## config.mk

```make
export PLATFORM = sky130hd
export DESIGN_NAME = hid_key_report_builder
export DESIGN_NICKNAME = d
export VERILOG_FILES = /design/src/sv/hkrb_pkg.sv /design/src/sv/hkrb_ctrl.sv /design/src/sv/hkrb_datapath.sv /design/src/sv/hid_key_report_builder.sv
export SDC_FILE = /design/constraint.sdc
export NUM_CORES = 1
export LEC_CHECK = 0
export BUFFER_PORTS_ARGS = -buffer_cell sky130_fd_sc_hd__buf_2
export CAP_MARGIN = 20
export CORE_ASPECT_RATIO = 1.25
export CORE_UTILIZATION = 54
export CTS_BUF_LIST = sky130_fd_sc_hd__clkbuf_2 sky130_fd_sc_hd__clkbuf_4 sky130_fd_sc_hd__clkbuf_8
export CTS_CLUSTER_SIZE = 40
export DETAILED_ROUTE_END_ITERATION = 7
export GPL_ROUTABILITY_DRIVEN = 1
export PLACE_DENSITY = 0.81
export RECOVER_POWER = 50
export SETUP_SLACK_MARGIN = 0.02
export SLEW_MARGIN = 20
export SYNTH_ARGS = -nofsm -noshare
export SYNTH_HDL_FRONTEND = slang
export SYNTH_SLANG_ARGS = --single-unit
```

## constraint.sdc

```tcl
create_clock -name clk_i -period 10.2 [get_ports clk_i]
set_input_delay 1.02 -clock clk_i [delete_from_list [all_inputs] [get_ports clk_i]]
set_output_delay 1.02 -clock clk_i [all_outputs]
set_load 0.03 [all_outputs]
```

## src/sv/hkrb_pkg.sv

```systemverilog
`timescale 1ns / 1ps

package hkrb_pkg;

  localparam int unsigned KeyW       = 16;
  localparam int unsigned ByteW      = 8;
  localparam int unsigned ReportKeys = 6;
  localparam int unsigned ReportW    = ByteW * (ReportKeys + 1);

  // Modifier keys are 0xE0..0xE7: everything above the low three bits is fixed.
  localparam logic [KeyW-4:0] ModPrefix = 13'h001C;

  localparam logic [KeyW-1:0] NoKey = '0;

  typedef struct packed {
    logic load;     // latch the incoming event
    logic exec;     // apply the event to the modifier byte and the slot list
    logic pack;     // close the first gap in the slot list
    logic capture;  // move the finished report into the output register
  } cmd_t;

  typedef struct packed {
    logic hole;     // an empty slot lies ahead of a held key
  } status_t;

endpackage

```

## src/sv/hkrb_ctrl.sv

```systemverilog
`timescale 1ns / 1ps

module hkrb_ctrl (
  input  logic            clk_i,
  input  logic            rst_ni,
  input  logic            s_axis_tvalid,
  output logic            s_axis_tready,
  output logic            m_axis_tvalid,
  input  logic            m_axis_tready,
  input  hkrb_pkg::status_t status_i,
  output hkrb_pkg::cmd_t    cmd_o
);

  localparam logic [1:0] StIdle = 2'd0;
  localparam logic [1:0] StExec = 2'd1;
  localparam logic [1:0] StPack = 2'd2;

  logic [1:0] state_q, state_d;
  logic       out_valid_q, out_valid_d;
  logic       out_free;

  assign out_free      = !out_valid_q || m_axis_tready;
  assign s_axis_tready = (state_q == StIdle);
  assign m_axis_tvalid = out_valid_q;

  always_comb begin
    state_d     = state_q;
    cmd_o       = '0;
    out_valid_d = out_valid_q && !m_axis_tready;
    unique case (state_q)
      StIdle: begin
        if (s_axis_tvalid) begin
          cmd_o.load = 1'b1;
          state_d    = StExec;
        end
      end
      StExec: begin
        cmd_o.exec = 1'b1;
        state_d    = StPack;
      end
      StPack: begin
        if (status_i.hole) begin
          cmd_o.pack = 1'b1;
        end else if (out_free) begin
          // The output register is free or being emptied in this cycle.
          cmd_o.capture = 1'b1;
          out_valid_d   = 1'b1;
          state_d       = StIdle;
        end
      end
      default: begin
        state_d = StIdle;
      end
    endcase
  end

  always_ff @(posedge clk_i or negedge rst_ni) begin
    if (!rst_ni) begin
      state_q     <= StIdle;
      out_valid_q <= 1'b0;
    end else begin
      state_q     <= state_d;
      out_valid_q <= out_valid_d;
    end
  end

endmodule

```

## src/sv/hkrb_datapath.sv

```systemverilog
`timescale 1ns / 1ps

module hkrb_datapath #(
  parameter int unsigned SLOT_COUNT = 6
) (
  input  logic                         clk_i,
  input  logic                         rst_ni,
  input  logic [hkrb_pkg::KeyW-1:0]    key_code_i,
  input  logic                         pressed_i,
  input  hkrb_pkg::cmd_t               cmd_i,
  output hkrb_pkg::status_t            status_o,
  output logic [hkrb_pkg::ReportW-1:0] report_o
);

  localparam int unsigned KeyW  = hkrb_pkg::KeyW;
  localparam int unsigned ByteW = hkrb_pkg::ByteW;

  logic [KeyW-1:0]  code_q;
  logic             pressed_q;
  logic [KeyW-1:0]  slot_q [SLOT_COUNT];
  logic [KeyW-1:0]  slot_d [SLOT_COUNT];
  logic [ByteW-1:0] mods_q, mods_d;
  logic [hkrb_pkg::ReportW-1:0] report_q;

  // Slot list padded with one empty entry so that shifting needs no edge case.
  logic [KeyW-1:0]     ext   [SLOT_COUNT+1];
  logic [SLOT_COUNT-1:0] nz_prev;
  logic [SLOT_COUNT:1]   tail_nz;
  logic [SLOT_COUNT-1:0] nz;
  logic [SLOT_COUNT-1:0] hole;
  logic [SLOT_COUNT:0]   past_hole;
  logic                  is_mod;
  logic [ByteW-1:0]      mod_bit;
  logic                  full;
  logic [ByteW-1:0]      mods_report;
  logic [ByteW-1:0]      key_byte [hkrb_pkg::ReportKeys];

  always_comb begin
    for (int i = 0; i < SLOT_COUNT; i++) begin
      ext[i] = slot_q[i];
      nz[i]  = (slot_q[i] != hkrb_pkg::NoKey);
    end
    ext[SLOT_COUNT] = hkrb_pkg::NoKey;
    nz_prev[0]      = 1'b1;
    for (int i = 1; i < SLOT_COUNT; i++) begin
      nz_prev[i] = nz[i-1];
    end
    tail_nz[SLOT_COUNT] = 1'b0;
    for (int i = SLOT_COUNT - 1; i >= 1; i--) begin
      tail_nz[i] = tail_nz[i+1] | nz[i];
    end
    past_hole[0] = 1'b0;
    for (int i = 0; i < SLOT_COUNT; i++) begin
      hole[i]        = !nz[i] && tail_nz[i+1];
      past_hole[i+1] = past_hole[i] | hole[i];
    end
  end

  assign status_o.hole = |hole;
  assign full          = nz[SLOT_COUNT-1];
  assign is_mod        = (code_q[KeyW-1:3] == hkrb_pkg::ModPrefix);
  assign mod_bit       = ByteW'(1) << code_q[2:0];

  always_comb begin
    mods_d = mods_q;
    for (int i = 0; i < SLOT_COUNT; i++) begin
      slot_d[i] = slot_q[i];
    end
    if (cmd_i.exec) begin
      if (is_mod) begin
        mods_d = pressed_q ? (mods_q | mod_bit) : (mods_q & ~mod_bit);
      end else if (pressed_q) begin
        // A full list drops its oldest key and takes the new one at the end.
        for (int i = 0; i < SLOT_COUNT; i++) begin
          if (full) begin
            slot_d[i] = (i == SLOT_COUNT - 1) ? code_q : ext[i+1];
          end else if (!nz[i] && nz_prev[i]) begin
            slot_d[i] = code_q;
          end
        end
      end else begin
        for (int i = 0; i < SLOT_COUNT; i++) begin
          if (slot_q[i] == code_q) begin
            slot_d[i] = hkrb_pkg::NoKey;
          end
        end
      end
    end else if (cmd_i.pack) begin
      // Everything from the first gap onward moves down by one slot.
      for (int i = 0; i < SLOT_COUNT; i++) begin
        if (past_hole[i+1]) begin
          slot_d[i] = ext[i+1];
        end
      end
    end
  end

  always_comb begin
    mods_report = mods_q;
    for (int i = 0; i < SLOT_COUNT; i++) begin
      mods_report = mods_report | slot_q[i][KeyW-1:ByteW];
    end
  end

  for (genvar k = 0; k < hkrb_pkg::ReportKeys; k++) begin : g_key
    if (k < SLOT_COUNT) begin : g_slot
      assign key_byte[k] = slot_q[k][ByteW-1:0];
    end else begin : g_none
      assign key_byte[k] = '0;
    end
  end

  always_ff @(posedge clk_i or negedge rst_ni) begin
    if (!rst_ni) begin
      mods_q <= '0;
      for (int i = 0; i < SLOT_COUNT; i++) begin
        slot_q[i] <= hkrb_pkg::NoKey;
      end
    end else begin
      mods_q <= mods_d;
      for (int i = 0; i < SLOT_COUNT; i++) begin
        slot_q[i] <= slot_d[i];
      end
    end
  end

  always_ff @(posedge clk_i) begin
    if (cmd_i.load) begin
      code_q    <= key_code_i;
      pressed_q <= pressed_i;
    end
    if (cmd_i.capture) begin
      report_q[ByteW-1:0] <= mods_report;
      for (int k = 0; k < hkrb_pkg::ReportKeys; k++) begin
        report_q[ByteW*(k+1) +: ByteW] <= key_byte[k];
      end
    end
  end

  assign report_o = report_q;

endmodule

```

## src/sv/hid_key_report_builder.sv

```systemverilog
`timescale 1ns / 1ps

// Channel  Direction  tdata                               tuser
// s_axis   in         [15:0] key_code                     [0] pressed
// m_axis   out        [7:0] report_modifiers,             none
//                     [15:8]..[55:48] report_key_0..5
//
// An event passes through the transfer, the slot update and the capture into the
// output register, and its report is valid on m_axis once it sits in that register.
// A release adds a pack step before the capture for each gap it leaves in the slot
// list (at most SLOT_COUNT - 1 gaps); the gap-closing loop runs these steps.
// A new event is taken while the previous report still waits on m_axis.
// Reset clears the slot list, the modifier byte and the control state at once.
// A stalled m_axis holds the next report in the pack step until it drains.
module hid_key_report_builder #(
  parameter int unsigned SLOT_COUNT = 6
) (
  input  logic                         clk_i,
  input  logic                         rst_ni,
  input  logic                         s_axis_tvalid,
  output logic                         s_axis_tready,
  input  logic [hkrb_pkg::KeyW-1:0]    s_axis_tdata,  // [15:0] key_code
  input  logic                         s_axis_tuser,  // [0] pressed
  output logic                         m_axis_tvalid,
  input  logic                         m_axis_tready,
  // [7:0] report_modifiers, then report_key_0 .. report_key_5, one byte each
  output logic [hkrb_pkg::ReportW-1:0] m_axis_tdata
);

  hkrb_pkg::cmd_t    cmd;
  hkrb_pkg::status_t status;

  hkrb_ctrl u_ctrl (
    .clk_i         (clk_i),
    .rst_ni        (rst_ni),
    .s_axis_tvalid (s_axis_tvalid),
    .s_axis_tready (s_axis_tready),
    .m_axis_tvalid (m_axis_tvalid),
    .m_axis_tready (m_axis_tready),
    .status_i      (status),
    .cmd_o         (cmd)
  );

  hkrb_datapath #(
    .SLOT_COUNT (SLOT_COUNT)
  ) u_datapath (
    .clk_i      (clk_i),
    .rst_ni     (rst_ni),
    .key_code_i (s_axis_tdata),
    .pressed_i  (s_axis_tuser),
    .cmd_i      (cmd),
    .status_o   (status),
    .report_o   (m_axis_tdata)
  );

endmodule

```

### Word-level counts from Yosys, hierarchy flattened

Cells that the tools add are included.

| word-level totals | value |
|---|---|
| logic and storage cells | 140 |
| output and inout port bits | 58 |
| bits in registers | 180 |
| bits of input ports | 21 |

| cells by class | value |
|---|---|
| bitwise gates (word level) | 17 |
| equal/unequal tests | 25 |
| reduce and logical (&&, ||, !) cells | 42 |
| mux-type cells | 43 |
| shift-type cells | 1 |

Operators with widths:

| cell | number |
|---|---|
| 2-to-1 mux 16 bit | 24 |
| 2-to-1 mux 96 bit | 4 |
| == test 16 bit | 6 |
| nonzero test 16 bit | 6 |
| OR 8 bit | 7 |
| AND reduction 5 bit | 6 |
| inequality test 4 bit, second input constant | 6 |
| inequality test 3 x 1 -> 1 bit, second input constant | 6 |
| == test 13 x 5 -> 1 bit, second input constant | 1 |
| nonzero test 2 bit | 6 |
| logical AND 1 bit | 11 |
| 2-to-1 mux 1 bit | 9 |
| bitwise AND 8 bit | 1 |
| zero test 1 bit | 8 |
| 2-to-1 mux 2 bit | 4 |
| 2-to-1 mux 8 bit | 1 |
| inverter 8 bit | 1 |
| OR 1 bit | 8 |
| << shifter 1 x 3 -> 8 bit, first input constant | 1 |
| inequality test 2 bit, second input constant | 3 |
| case mux 2 bit (3 select lines) | 1 |
| OR reduction 5 bit | 1 |
| AND reduction 3 bit | 1 |
| == test 2 x 1 -> 1 bit, second input constant | 1 |
| 5 further kinds | 5 |

### Depth between registers and ports, before layout

Gate-level depths: netlist (run 1).

| depth | value |
|---|---|
| word-level depth | 13 |
| gate-level depth with buffers | 10 |
| gate-level depth less buffers | 7 |

### By module

From an unflattened synthesis (run 1), not the netlist that was laid out.

| second synthesis, totals | value |
|---|---|
| cell total of the unflattened synthesis | 759 |
| area total of the unflattened synthesis | 8702.1 sq um |

By module, submodules not included:

| module | seq. area each (sq um) | times used | area each (sq um) | cells each |
|---|---|---|---|---|
| hkrb_datapath | 4794.6 | 1 | 8554.5 | 744 |
| hkrb_ctrl | 75.1 | 1 | 147.6 | 15 |

### Worst setup path after synthesis (run 1)

No wires, ideal clock.

| timing | value |
|---|---|
| kind | register to register |
| start | register u_datapath.slot_q, in the netlist u_datapath.ext[78] |
| end | register u_datapath.report_q, in the netlist u_datapath.report_o[0], enable pin |
| cell stages (with the launch flop) | 7 |
| library setup time | 477 ps |
| setup slack | 5508 ps |
| data required time | 9723 ps |
| path buffers | 0 |
| arrival | 4215 ps |
| clock period less this slack | 4692 ps |
| cell sequence | dfrtp_1 -> nor4_1 -> nand4_1 -> or4_4 -> o22ai_1 -> nand2b_1 -> nor2b_1 |

RTL lines:

| what | line | source |
|---|---|---|
| start: declaration | hkrb_datapath.sv:20 | `logic [KeyW-1:0] slot_q [SLOT_COUNT];` |
| start signal: indexed assignment | hkrb_datapath.sv:117 | `slot_q[i] <= hkrb_pkg::NoKey;` |
| start signal: indexed assignment | hkrb_datapath.sv:122 | `slot_q[i] <= slot_d[i];` |
| end signal: indexed assignment | hkrb_datapath.sv:133 | `report_q[ByteW-1:0] <= mods_report;` |
| end signal: indexed assignment | hkrb_datapath.sv:135 | `report_q[ByteW*(k+1) +: ByteW] <= key_byte[k];` |
| end: declaration | hkrb_datapath.sv:23 | `logic [hkrb_pkg::ReportW-1:0] report_q;` |

==> summary.md, run 1 <==
| Metric | Value |
|---|---|
| Status | complete, but fails checks |
| Failing checks | max-capacitance violations, max-slew violations |
| Worst-margin pin slew | 3.61 ns |
| Relative slew slack | -1.41 |
| CTS tree | done |
| Fin nets | 850 |
| FF+latch count, synth | 180 |
| Share of post-route cells with drive strength above 1 | 0.258 |
| Final ANT Viol Nets | 0 |
| CTS clock-pin slew for the worst setup and hold paths | 0.09 ns |
| Crit start category | input port |
| Netlist cell types | 40 |
| Final GP Congestion | 0.974 |
| Clock root cell | clkbuf_8 |
| Residual DRC | 0 |
| Final Core Density | 0.614 |
| Row count | 51 |
| Post-Layout Cell Count | 1054 |
| Max Cap Viol | 2 |
| Skew-Pair Late Insertion Delay | 0.49 ns |
| Flop pwr share | 0.378 |
| Main synth FF type | dfrtp_1 |
| Vias post-DR | 6352 |
| Initial antenna violation count | 0 |
| Sequential area share after synthesis | 0.554 |
| TritonCTS buffer count | 17 |
| Slew Limit Fails | 110 |
| Critical Path End Type | async pin |
| CP arrival | 5.43 ns |
| Detailed-route wire length | 22.0 mm |
| Critical Path RT | 9.98 ns |
| Setup Buffers After CTS | 0 |
| WP buf/inv | 2 |
| Initial DRC Count | 672 |
| Crit path max fanout | 66 |
| WL/cell | 20.8 um |
| Power Density | 381 nW/um2 |
| VDD IR max | 0.000179 V |
| Gr usage total | 0.281 |
| Die Y | 145 um |
| Gate power share | 0.491 |
| Final worst path period share | 0.554 |
| Syn Area/Cell | 11.4 um2 |
| Syn nets | 789 |
| H-tree levels | 4 |
| Placed Area | 9310 um2 |
| Drt pass-1 iters | 7 |
| Synth Warn # | 0 |
| Clock Sink Count | 180 |
| EDFF count, synth | 73 |
| Synth-to-Final Area Change | 10.2% |
| Mapped Cells | 768 |
| PortBufs | 78 |
| Sw Ratio | 0.455 |
| Initial core utilization | 0.558 |
| HPWL Detailed | 15.5 mm |
| Core Box Area | 15800 um2 |
| Largest net degree at the start of global routing | 82 |
| Crit-path max cell delay | 2.64 ns |
| TNS Setup | 0 ns |
| Slowest CP cell | clkbuf_1 |
| Synth async-reset ratio | 0.594 |
| # placed instances | 1022 |
| Setup Skew | 0.00783 ns |
| Max Buffers Root-to-Sink | 2 |
| Number of setup violations in the final report | 0 |
| Inserted Diodes | 0 |
| Vias in the first global route | 6221 |
| Post-Syn Area | 8790 um2 |
| CTS Hold Bufs | 0 |
| Final design area excluding fillers | 9680 um2 |
| Clock power share | 0.131 |
| Tightest Hold Check Type | register to register |
| NetSw | 1.68 mW |
| RSZ-0062 raised after global routing | false |
| Path type of the worst setup path | input port to async pin |
| Max Freq | 0.177 GHz |
| Chip width | 116 um |
| Static leakage | 4.78 nW |
| # IOs | 79 |
| Crit path max-delay family | buffers and inverters |
| First-pass GRT wire length | 34.3 mm |
| Internal Pwr Total | 2.01 mW |
| Via density | 6.03 |
| Die ar. | 16800 um2 |
| Final hold vios | 0 |
| Cts repair resizes | 0 |
| Final Critical Period | 5.65 ns |
| Fillers | 1276 |
| Crit path cell chain | clkbuf_1, clkbuf_1 |
| R2r setup slk | 6.66 ns |
| Grt ovf | 0 |
| Crit path top cell by count | clkbuf_1 |
registers in the layout, indices dropped and copies added (netlist names), named ones only:
name,count
u_ctrl.m_axis_tvalid,1
u_datapath.code_q,16
u_datapath.report_o,56
u_ctrl.state_q,2
u_datapath.pressed_q,1
u_datapath.ext,96
worst register-to-register path: cells and delay by family, from the launching register on:
kind | cells | cell delay, ns
simple gates | 4 | 1.77
compound gates | 2 | 0.73
flops | 1 | 0.48
mux | 1 | 0.44
cells in the final DEF, fill, tap and decap left out, types with 3 or more instances in the layout:
master / count
nand3_1: 5
clkinvlp_4: 4
nand2_1: 197
nand4_1: 12
a21o_1: 3
buf_2: 66
mux2_2: 104
nor4_1: 57
dfrtp_1: 107
clkbuf_8: 18
clkinv_4: 4
xor2_1: 96
nand2b_1: 5
and3_1: 15
buf_4: 3
edfxtp_1: 73
nor3_1: 12
clkbuf_1: 13
o21ai_0: 4
nor2_1: 7
kinds of logic after synthesis:
kind of cell,synth area share
AND/OR/NAND/NOR,0.178
flip-flops,0.554
multiplexers,0.133
XOR/XNOR,0.0957
buffers and inverters,0.0236
AO/OA/AOI/OAI,0.0151
synth_stat cells (2+ instances only):
master	instances	area (um2)
nand3_1	5	25.0
o21ai_0	4	20.0
nor3b_1	2	15.0
xor2_1	96	841
nand2_1	198	743
nor2_1	8	30.0
and2_1	2	12.5
nor2b_1	2	12.5
clkbuf_1	32	120
and4_1	2	17.5
a21oi_1	2	10.0
edfxtp_1	73	2190
a21o_1	3	22.5
and3_1	15	93.8
dfrtp_1	107	2680
nor4_1	57	357
mux2_2	104	1170
buf_6	6	67.6
nand2b_1	5	31.3
o21a_1	2	15.0
nand4_1	12	75.1
nand3b_1	2	15.0
nor3_1	12	60.1
metrics by stage:
stage	setup WS (ns)	hold slack [ns]	power (mW)
finish	4.55	0.526	3.69
floorplan	5.51	0.481	2.73
global route	3.58	0.544	3.88
CTS	6.73	0.530	3.67
detailed placement	6.76	0.509	3.18
global placement	6.51	0.494	3.14
power groups by stage:
stage | registers [mW] | clock network, mW | logic (mW)
6_report | 1.40 | 0.484 | 1.81
5_1_grt | 1.43 | 0.514 | 1.94
4_1_cts | 1.38 | 0.488 | 1.80
3_5_place_dp | 1.40 | 0 | 1.78
3_3_place_gp | 1.39 | 0 | 1.74
2_1_floorplan | 1.48 | 0 | 1.25
routing by layer:
layer  part of all wire  global-route usage  up-vias
met3              0.080              0.0599       83
met4              0.050               0.164        0
met5                  0                   0        -
met1               0.38               0.345     3103
li1                   -                   -     2817
met2               0.49               0.457      349
final cells by class:
type,count,area [um2],share of cell area
timing repair buffer,83,413,0.0426
inverter,1,3.75,0.000388
clock inverter,12,134,0.0138
tap,212,265,0.0274
clock buffer,20,263,0.0271
sequential,180,4870,0.503
multi-input combinational,546,3740,0.386
worst paths after layout:
kind	from	end	cells after the start
max	rst_ni	u_datapath.ext[83]	2
min	register	register	1
max reg2reg	u_datapath.ext[70]	u_datapath.ext[21]	7
min reg2reg	register	register	1
max in group clk_i	u_datapath.ext[70]	u_datapath.ext[21]	7
min in group asynchronous	rst_ni	u_datapath.ext[23]	1
(Power assumes the default switching activity.)
==> run 2, diff against run 1 <==
--- a/config.mk
+++ b/config.mk
@@ -13,7 +13,7 @@
 export CTS_CLUSTER_SIZE = 40
 export DETAILED_ROUTE_END_ITERATION = 7
 export GPL_ROUTABILITY_DRIVEN = 1
-export PLACE_DENSITY = 0.81
+export PLACE_DENSITY = 0.84
 export RECOVER_POWER = 50
 export SETUP_SLACK_MARGIN = 0.02
 export SLEW_MARGIN = 20
==> constraint.sdc (replaced) <==
create_clock -name clk_i -period 5.15 [get_ports clk_i]
set_input_delay 0.515 -clock clk_i [delete_from_list [all_inputs] [get_ports clk_i]]
set_output_delay 0.515 -clock clk_i [all_outputs]
set_load 0.03 [all_outputs]
==> run 2 against run 1 <==
  * The run still ends with max-capacitance violations, max-slew violations left
  * Setup slack worse by 2.8 ns
  * Non-clock buffer count increased by 3
  * Hold slack worse by 0.31 ns
  * Sequential power rose by 96%
  * Combinational power is 98% higher
  * Register-to-register slack worse by 5.0 ns
  * Clock skew grew 0.0039 ns
  * Final area is 0.27% higher
  * Sequential share of layout area decreased by 0.14 points
  * Count of clock-buffer cells in the layout is 3 lower
==> summary.md, run 2 (synthesis gave the netlist of run 1 again) <==
| Metric | Value |
|---|---|
| Status | complete, but fails checks |
| Failing checks | max-capacitance violations, max-slew violations |
| # placed instances | 1025 (+0.29%) |
| Largest net degree at the start of global routing | 81 (-1.2%) |
| Row count | 51 (unchanged) |
| Overall power | 7.35 mW (+99%) |
| Final worst path period share | 0.668 |
| Post-Layout Cell Count | 1057 (+0.28%) |
| Chip width | 116 um (unchanged) |
| Power Density | 757 nW/um2 (+99%) |
| Fin nets | 853 (+0.35%) |
| Hold Crit Start | s_axis_tdata[9] |
| Core Box Area | 15800 um2 (unchanged) |
| Gr usage total | 0.278 (-0.00305) |
| Max Freq | 0.291 GHz |
| Initial antenna violation count | 0 (unchanged) |
| Crit start category | register |
| Most common cell after layout, fill and taps aside | nand2_1 |
| Cts repair resizes | 0 (unchanged) |
| Die Y | 145 um (unchanged) |
| Via density | 5.97 (-0.94%) |
| Max Cap Viol | 1 (-1) |
| Crit path max fanout | 16 (-76%) |
| Skew-Pair Late Insertion Delay | 0.48 ns (about the same) |
| Relative slew slack | -1.34 (+0.0705) |
| Tightest Hold Check Type | input port to register |
| PortBufs | 78 (unchanged) |
| Fillers | 1232 (-3.4%) |
| Initial DRC Count | 621 (-7.6%) |
| Most frequent cells in the layout | nand2_1, dfrtp_1, mux2_2 |
| TritonCTS buffer count | 17 (unchanged) |
| Slew Limit Fails | 64 (-42%) |
| Path type of the worst setup path | register to register |
| Critical path origin | u_datapath.ext[75] |
| Grt ovf | 0 (unchanged) |
| Detailed-route wire length | 22.0 mm (+0.19%) |
| Clock root cell | clkbuf_8 |
| Vias in the first global route | 6176 (-0.72%) |
| Static leakage | 4.77 nW (-0.20%) |
| CTS tree | done |
| Placed Area | 9330 um2 (+0.22%) |
| RSZ-0062 raised after global routing | false |
| H-tree levels | 4 (unchanged) |
| Die ar. | 16800 um2 (unchanged) |
| Share of post-route cells with drive strength above 1 | 0.237 (-0.0210) |
| CTS clock-pin slew for the worst setup and hold paths | 0.09 ns (about the same) |
| Clock Sink Count | 180 (unchanged) |
| Final Critical Period | 3.44 ns |
| VDD IR max | 0.000382 V (+110%) |
| Final hold vios | 0 (unchanged) |
| Inserted Diodes | 0 (unchanged) |
| WL/cell | 20.8 um (about the same) |
| Synth-to-Final Area Change | 10.5% |
| Setup Skew | 0.0117 ns (+0.00386 ns) |
| Initial core utilization | 0.558 (unchanged) |
| Critical Path End Type | register |
| # IOs | 79 (unchanged) |
| Number of setup violations in the final report | 0 (unchanged) |
| Final ANT Viol Nets | 0 (unchanged) |
| Max FFs per register | 96 (unchanged) |
| TNS Setup | 0 ns (unchanged) |
| Max Buffers Root-to-Sink | 2 (unchanged) |
| Residual DRC | 0 (unchanged) |
| Drt pass-1 iters | 7 (unchanged) |
| Vias post-DR | 6310 (-0.66%) |
| Final design area excluding fillers | 9710 um2 (+0.27%) |
| Critical Path RT | 5.51 ns (-4.47 ns) |
| CTS Hold Bufs | 0 (unchanged) |
| Final GP Congestion | 0.970 (-0.36%) |
| HPWL Detailed | 15.7 mm (+1.5%) |
| Worst-margin pin slew | 3.51 ns (-0.106 ns) |
| Hold slack final | 0.214 ns (-0.312 ns) |
| CP arrival | 3.80 ns (-1.63 ns) |
| R2R Path Start | u_datapath.ext[75] |
| Setup Buffers After CTS | 0 (unchanged) |
| First-pass GRT wire length | 34.2 mm (about the same) |
[run 2: metrics by stage]
step / setup slack (ns) / util
6_report: 1.71 / 0.616
5_1_grt: 1.26 / 0.616
4_1_cts: 1.74 / 0.619
3_5_place_dp: 1.75 / 0.592
3_3_place_gp: 1.75 / 0.591
2_1_floorplan: 0.458 / -
[run 2: power breakdown]
part | switching (mW) | internal [mW] | total [mW]
clock network | 0.504 | 0.523 | 1.03
logic | 2.22 | 1.37 | 3.59
registers | 0.591 | 2.15 | 2.74
total | 3.31 | 4.04 | 7.35
[run 2: critical path, stage by stage (launching register included)]
cell	delay (ns)
dfrtp_1	0.44
nor4_1	0.44
nand4_1	0.31
or4_4	0.58
or3_4	0.41
o2111ai_4	0.16
a21o_1	0.56
mux2_2	0.42
[run 2: path summary, 6_finish.rpt]
| path | end | slack [ns] | cells past startpoint |
|---|---|---|---|
| min reg2reg | register | 0.52 | 1 |
| min in group asynchronous | u_datapath.ext[23] | 1.23 | 1 |
| max reg2reg | u_datapath.ext[26] | 1.71 | 7 |
| max in group asynchronous | u_datapath.ext[102] | 1.91 | 2 |
| min | u_datapath.code_q[9] | 0.21 | 1 |
| max | u_datapath.ext[26] | 1.71 | 7 |
[run 2: routing by layer]
metal / wire [um] / global-route usage / share of wire / vias to the layer above
met1: 8540 / 0.343 / 0.39 / 3122
met2: 11200 / 0.468 / 0.51 / 313
met3: 1420 / 0.0553 / 0.064 / 53
met5: 0 / 0 / 0 / -
li1: - / - / - / 2822
met4: 883 / 0.132 / 0.040 / 0
[run 2: final cells by class]
type	instances	area, um2	area share
inverters	1	3.75	0.000387
multi-input cells	546	3730	0.384
repair buffers	86	418	0.0430
clock buffers	17	234	0.0241
clock inverters	15	186	0.0192
flip-flops and latches	180	4870	0.501
well taps	212	265	0.0273
